--- src/rtl/core/mwss_pkg.sv ---
// Shared types and codes of the Markov weighted symbol sampler.
// No dependencies; used by the sampler core, its scale unit and its checker.
package mwss_pkg;

	localparam int unsigned SymW   = 5;
	localparam int unsigned CfgW   = 6;
	localparam int unsigned TotalW = 64;
	localparam int unsigned CountW = 32;
	localparam int unsigned FracW  = 32;

	typedef enum logic [1:0] {
		CMD_LOAD_TOTAL = 2'd0,
		CMD_LOAD_COUNT = 2'd1,
		CMD_DRAW       = 2'd2,
		CMD_RESTART    = 2'd3
	} cmd_t;

	typedef struct packed {
		cmd_t               cmd;
		logic [SymW-1:0]    ctx_first;
		logic [SymW-1:0]    ctx_second;
		logic [SymW-1:0]    next_symbol;
		logic [TotalW-1:0]  load_value;
		logic [FracW-1:0]   random_fraction;
	} in_t;

	typedef struct packed {
		logic [SymW-1:0] symbol;
		logic            ran_past_end;
	} out_t;

endpackage

--- src/rtl/core/mwss_scale.sv ---
// Two-pass 64x32 fractional scale: n = (total * frac) >> 32, exact.
// Depends on mwss_pkg. One shared 32x32 multiplier; phases: low product, high product, final add, done.
module mwss_scale (
	input  logic                         clk,
	input  logic                         arst_n,
	input  logic                         start,
	input  logic [mwss_pkg::TotalW-1:0]  total,
	input  logic [mwss_pkg::FracW-1:0]   frac,
	output logic                         done,
	output logic [mwss_pkg::TotalW-1:0]  n
);

	logic [1:0]  phase_q;   // [0]: high product pass, [1]: final add
	logic        done_q;
	logic [63:0] lo_q;
	logic [63:0] hi_q;
	logic [63:0] n_q;
	logic [31:0] mul_a;
	logic [63:0] prod;

	// low half on the start cycle, high half on the next
	assign mul_a = phase_q[0] ? total[63:32] : total[31:0];
	assign prod  = {32'b0, mul_a} * {32'b0, frac};

	always_ff @(posedge clk or negedge arst_n) begin
		if (!arst_n) begin
			phase_q <= 2'b00;
			done_q  <= 1'b0;
		end else begin
			phase_q <= {phase_q[0], start};
			done_q  <= phase_q[1];
		end
	end

	always_ff @(posedge clk) begin
		if (start) lo_q <= prod;
		if (phase_q[0]) hi_q <= prod;
		if (phase_q[1]) n_q <= hi_q + {32'b0, lo_q[63:32]};
	end

	assign done = done_q;
	assign n    = n_q;

endmodule

--- config.mk ---
export PLATFORM = sky130hd
export DESIGN_NAME = mwss_scale
export DESIGN_NICKNAME = d
export VERILOG_FILES = /design/src/rtl/core/mwss_pkg.sv /design/src/rtl/core/mwss_scale.sv
export SDC_FILE = /design/constraint.sdc
export NUM_CORES = 2
export LEC_CHECK = 0
export BUFFER_PORTS_ARGS = -buffer_cell sky130_fd_sc_hd__clkbuf_2
export CORE_ASPECT_RATIO = 0.8
export CORE_MARGIN = 10
export CORE_UTILIZATION = 40
export DETAILED_ROUTE_END_ITERATION = 6
export PLACE_DENSITY = 0.59
export RECOVER_POWER = 100
export SYNTH_ARGS = -nofsm -noshare
export SYNTH_HDL_FRONTEND = slang
export SYNTH_SLANG_ARGS = --single-unit
--- constraint.sdc ---
create_clock -name clk -period 9.8 [get_ports clk]
set_clock_uncertainty 0.05 [all_clocks]
set_input_delay 1.96 -clock clk [delete_from_list [all_inputs] [get_ports clk]]
set_output_delay 1.96 -clock clk [all_outputs]
set_load 0.01 [all_outputs]
# Word level (Yosys, flattened, before mapping)
# Cells that the tools add are included.
# classes
addsub	1
n_mul	1
n_div	0
n_lt_le_gt_ge	0
n_eq_ne	0
n_shift	0
muxes	1
bitwise_logic	0
n_reduce_logical	0
# op_table
cell	count
$add A64 B32 Y64	1
$mul A32 B32 Y64	1
$mux W32	1
# word_totals
ff_bits	195
latchBits	0
ramBits	0
romBits	0
in_bits	99
output_inout_bits	65
word_cells	8
n_memories	0

# Depth between registers and ports, before layout
# depth
word_depth	2
ltp_mapped	32
depth_no_buf	29

# Worst setup path before layout
# OpenSTA, ideal clock, no wires.
# synth_timing
kind	register to register
startpoint	reg phase_q[0]
endpoint	reg hi_q[61] (data pin)
setup_ns	0.265
arrival_time_ns	9.136
required_time_ns	9.485
path_slack_ns	0.349
stages_incl_launch_ff	27
n_path_buf	3
synth_period_minus_slack_ns	9.451
path_cell_list	dfrtp_1 > clkbuf_1 > buf_1 > mux2_2 > clkbuf_1 > and2_1 > fa_1 > inv_1 > fa_1 > fa_1 > fa_1 > inv_1 > fa_1 > inv_1 > fa_1 > inv_1 > fa_1 > fa_1 > ha_1 > nand4_1 > nor3_1 > a41oi_2 > o31ai_1 > a31oi_1 > o21a_1 > o21ai_1 > xor2_1
# synth_between
elab_chain_cells	2
# synth_lines
item	line_no	rtl
from (decl)	mwss_scale.sv:13	logic [1:0] phase_q;
from (signal assigned)	mwss_scale.sv:30	phase_q <= {phase_q[0], start};
$mux W32	mwss_scale.sv:22	assign mul_a = phase_q[0] ? total[63:32] : total[31:0];
$mul A32 B32 Y64	mwss_scale.sv:23	assign prod = {32'b0, mul_a} * {32'b0, frac};
net prod[61]	mwss_scale.sv:19	logic [63:0] prod;
to (signal assigned)	mwss_scale.sv:37	if (phase_q[0]) hi_q <= prod;
to (decl)	mwss_scale.sv:16	logic [63:0] hi_q;
# The timed path passes the listed nets, and every way through them passes these cells.
# A chain may end at the register's enable or synchronous reset.

# Worst setup path after layout
# layout_timing
startpoint	in total[44] (netlist bit)
endpoint	reg lo_q[63] (data pin)
# layout_between
elab_chain_cells	2
# layout_lines
item	line_no	rtl
from (decl)	mwss_scale.sv:7	input logic [mwss_pkg::TotalW-1:0] total,
$mux W32	mwss_scale.sv:22	
$mul A32 B32 Y64	mwss_scale.sv:23	
net prod[63]	mwss_scale.sv:19	
to (signal assigned)	mwss_scale.sv:36	if (start) lo_q <= prod;
to (decl)	mwss_scale.sv:15	logic [63:0] lo_q;
# The timed path passes the listed nets, and every way through them passes these cells.

==> results.cfg <==
[outcome]
outcome = finished with violations
violations_in_the_final_reports = capacitance limit, slew limit

[floorplan]
die_width_um = 378
io_pins = 164
die_area_mm2 = 0.116
die_h_um = 306
placement_rows = 104
placeableCoreArea_mm2 = 0.101
floorplan.initialDensity = 0.405

[timing]
relSlewSlack = -1.35
fin_crit_sh = 0.965
max_slew.worst_pin.slew_ps = 3530
finalWorstPathRequiredPeriod_ps = 9460
setup_total_negative_slack_ps = 0
final-setup-viol-count = 0
grt_setup_unrepaired = false
drv_slew = 144
fmaxAchievable_mhz = 106
post-route-worst-setup-slack_ps = 345
final-hold-violation-count = 0

[setup_path]
top_cell_by_count_worst_path = sky130_fd_sc_hd__fa_1
worstSetupStartpointType = primary input
slowest_stage = sky130_fd_sc_hd__fa_1
worst_ep_required_time_ps = 9920
endpoint_kind = register
worst-path-buf-inv = 6
cp_top_family = adder cells
worst_ep_arrival_time_ps = 9580
crit_type = primary input to register
worst_path_largest_cell_delay_ps = 550
worst-path-max-fanout = 19

[cells_and_area]
area.growth.synth_to_final_pct = 8.14
final_common_cell = sky130_fd_sc_hd__inv_1
drive_above_1_share = 0.0710
mostFrequentLayoutCells = sky130_fd_sc_hd__inv_1 (922), sky130_fd_sc_hd__fa_1 (897), sky130_fd_sc_hd__and2_1 (621), sky130_fd_sc_hd__nand2_1 (479), sky130_fd_sc_hd__ha_1 (295)
nNetsFinal = 5656
fillCellCount = 9893
multi_input_gate_area_mm2 = 0.0317
postLayoutCoreUtil = 0.438
seqCellArea_mm2 = 0.00488

[yosys]
dominantRegCellSynth = sky130_fd_sc_hd__edfxtp_1
post-synth-top-area-fraction = 0.439
synthesized_flop_and_latch_total = 163
yosys_warnings = 0
synthesis.area_mm2 = 0.0409
net_count_after_synthesis = 5539
synth_enable_flop_cells = 160
async_flop_share = 0.0184
netlist_instances = 4248
synth.lib_cells_used.distinct = 68
synth_top_area_cell = sky130_fd_sc_hd__fa_1
netlist_top_cells_area = sky130_fd_sc_hd__fa_1 (44%), sky130_fd_sc_hd__edfxtp_1 (12%), sky130_fd_sc_hd__and2_1 (9.6%)
share_of_the_yosys_chip_area_belonging_to_registers = 0.119
syn-mean-instance-area_um2 = 9.64

[cts]
cts_max_path_buffers = 2
cts_made_buffers = 17
cts.reportedPaths.clkPinSlew_ps = 70
cts.root.buffer_cell = sky130_fd_sc_hd__clkbuf_16
clock_insertion_delay_worst_skew_ps = 440
cts_tree = yes
cts.htree.levels = 4
clock-sinks = 163

[hold_path]
hold_path_class = register to register

[run]
drv_cap = 3

[placement]
port_buffers = 163
detailedPlace.worstSlack_ps = -140
hpwl_after_detailed_placement_um = 96100
globalplace.congestion = 0.874

[route]
detail_route.drc_violations = 0
avgViaCountPerCell = 5.06
dr.first_iter.drc_count = 1989
drt_pre_antenna_iters = 5
vias = 28900
final_antenna_net_count = 0
routed_wirelength_um = 114000
wl_per_cell_um = 19.9

[grt]
grt_antenna_before_repair = 4
largest_net_degree_at_the_start_of_global_routing = 66
number_of_global_route_vias_before_repair = 31000
grtUsageTotal = 0.201
grt_first_pass_wirelength_um = 182000
grt.overflow.total = 0
[stage by stage]
stage / std cells / instance area [um2] / hold slack [ps]
floorplan: 4248 / 40900 / 463
global placement: 5671 / 43900 / 525
detailed placement: 5671 / 43900 / 501
CTS: 5703 / 44500 / 539
global route: 5704 / 44300 / 568
finish: 5708 / 44300 / 524
[cell type report]
cell class / instances / share of cell area
antenna: 5 / 0.000283
clock buffer: 20 / 0.00986
clock inverter: 12 / 0.00328
inverter: 922 / 0.0782
multi-input combinational: 2936 / 0.715
sequential: 163 / 0.110
tap: 1325 / 0.0375
timing repair buffer: 325 / 0.0453
[cells by family after synthesis]
group | Yosys count | synth area share
AND/OR/NAND/NOR | 1294 | 0.164
buffers and inverters | 1149 | 0.106
adder cells (fa/ha/maj) | 1192 | 0.529
AO/OA/AOI/OAI | 296 | 0.0473
XOR/XNOR | 122 | 0.0261
flip-flops | 163 | 0.119
multiplexers | 32 | 0.00880
[timing repair]
action | in CTS | in global routing
hold buffers | 0 | 0
setup endpoints to repair | 0 | 2
setup buffers | 0 | 0
gates resized for setup | 0 | 2
[flip-flops by register name (all words and copies together) (netlist names)]
name	flops
n	64
hi_q	64
lo_q	32
done	1
phase_q	2
[path summary, 6_finish.rpt]
check	startpoint	end	slack (ps)	cells past startpoint
worst min-delay path	hi_q[0]	n[0]	520	1
max in group asynchronous	arst_n	phase_q[0]	8250	1
worst max-delay path	total[44]	lo_q[63]	340	27
min in group asynchronous	arst_n	done	1270	1
worst min register to register	hi_q[0]	n[0]	520	1
worst max register to register	phase_q[0]	lo_q[63]	790	27
[per-layer routing]
layer | vias up | GRT usage | wire [um]
met4 | 2 | 0.0453 | 2600
met1 | 14900 | 0.286 | 50700
met5 | - | 0 | 13
met3 | 130 | 0.0310 | 7170
met2 | 871 | 0.322 | 53300
li1 | 12900 | - | -
[cells in the mapped netlist (5+ instances only)]
cell	n
sky130_fd_sc_hd__buf_1	5
sky130_fd_sc_hd__nand3_1	30
sky130_fd_sc_hd__a21oi_1	100
sky130_fd_sc_hd__a31oi_1	13
sky130_fd_sc_hd__nand2_1	479
sky130_fd_sc_hd__a211oi_1	8
sky130_fd_sc_hd__o21a_1	8
sky130_fd_sc_hd__nor3_1	13
sky130_fd_sc_hd__fa_1	897
sky130_fd_sc_hd__o21ai_0	50
sky130_fd_sc_hd__nand4_1	22
sky130_fd_sc_hd__clkbuf_1	218
sky130_fd_sc_hd__xor2_1	44
sky130_fd_sc_hd__a41oi_1	5
sky130_fd_sc_hd__a21o_1	32
sky130_fd_sc_hd__nand2b_1	9
sky130_fd_sc_hd__mux2_2	32
sky130_fd_sc_hd__inv_1	922
sky130_fd_sc_hd__edfxtp_1	160
sky130_fd_sc_hd__o211ai_1	6
sky130_fd_sc_hd__ha_1	295
sky130_fd_sc_hd__o31ai_1	9
sky130_fd_sc_hd__nor2_1	61
sky130_fd_sc_hd__nor2b_1	16
sky130_fd_sc_hd__o21bai_1	20
sky130_fd_sc_hd__and3_1	16
sky130_fd_sc_hd__xnor2_1	78
sky130_fd_sc_hd__and2_1	629
sky130_fd_sc_hd__o21ai_1	8
Power is not shown: default switching activity piles up to over one toggle a cycle in this logic, so the estimate is an artifact.
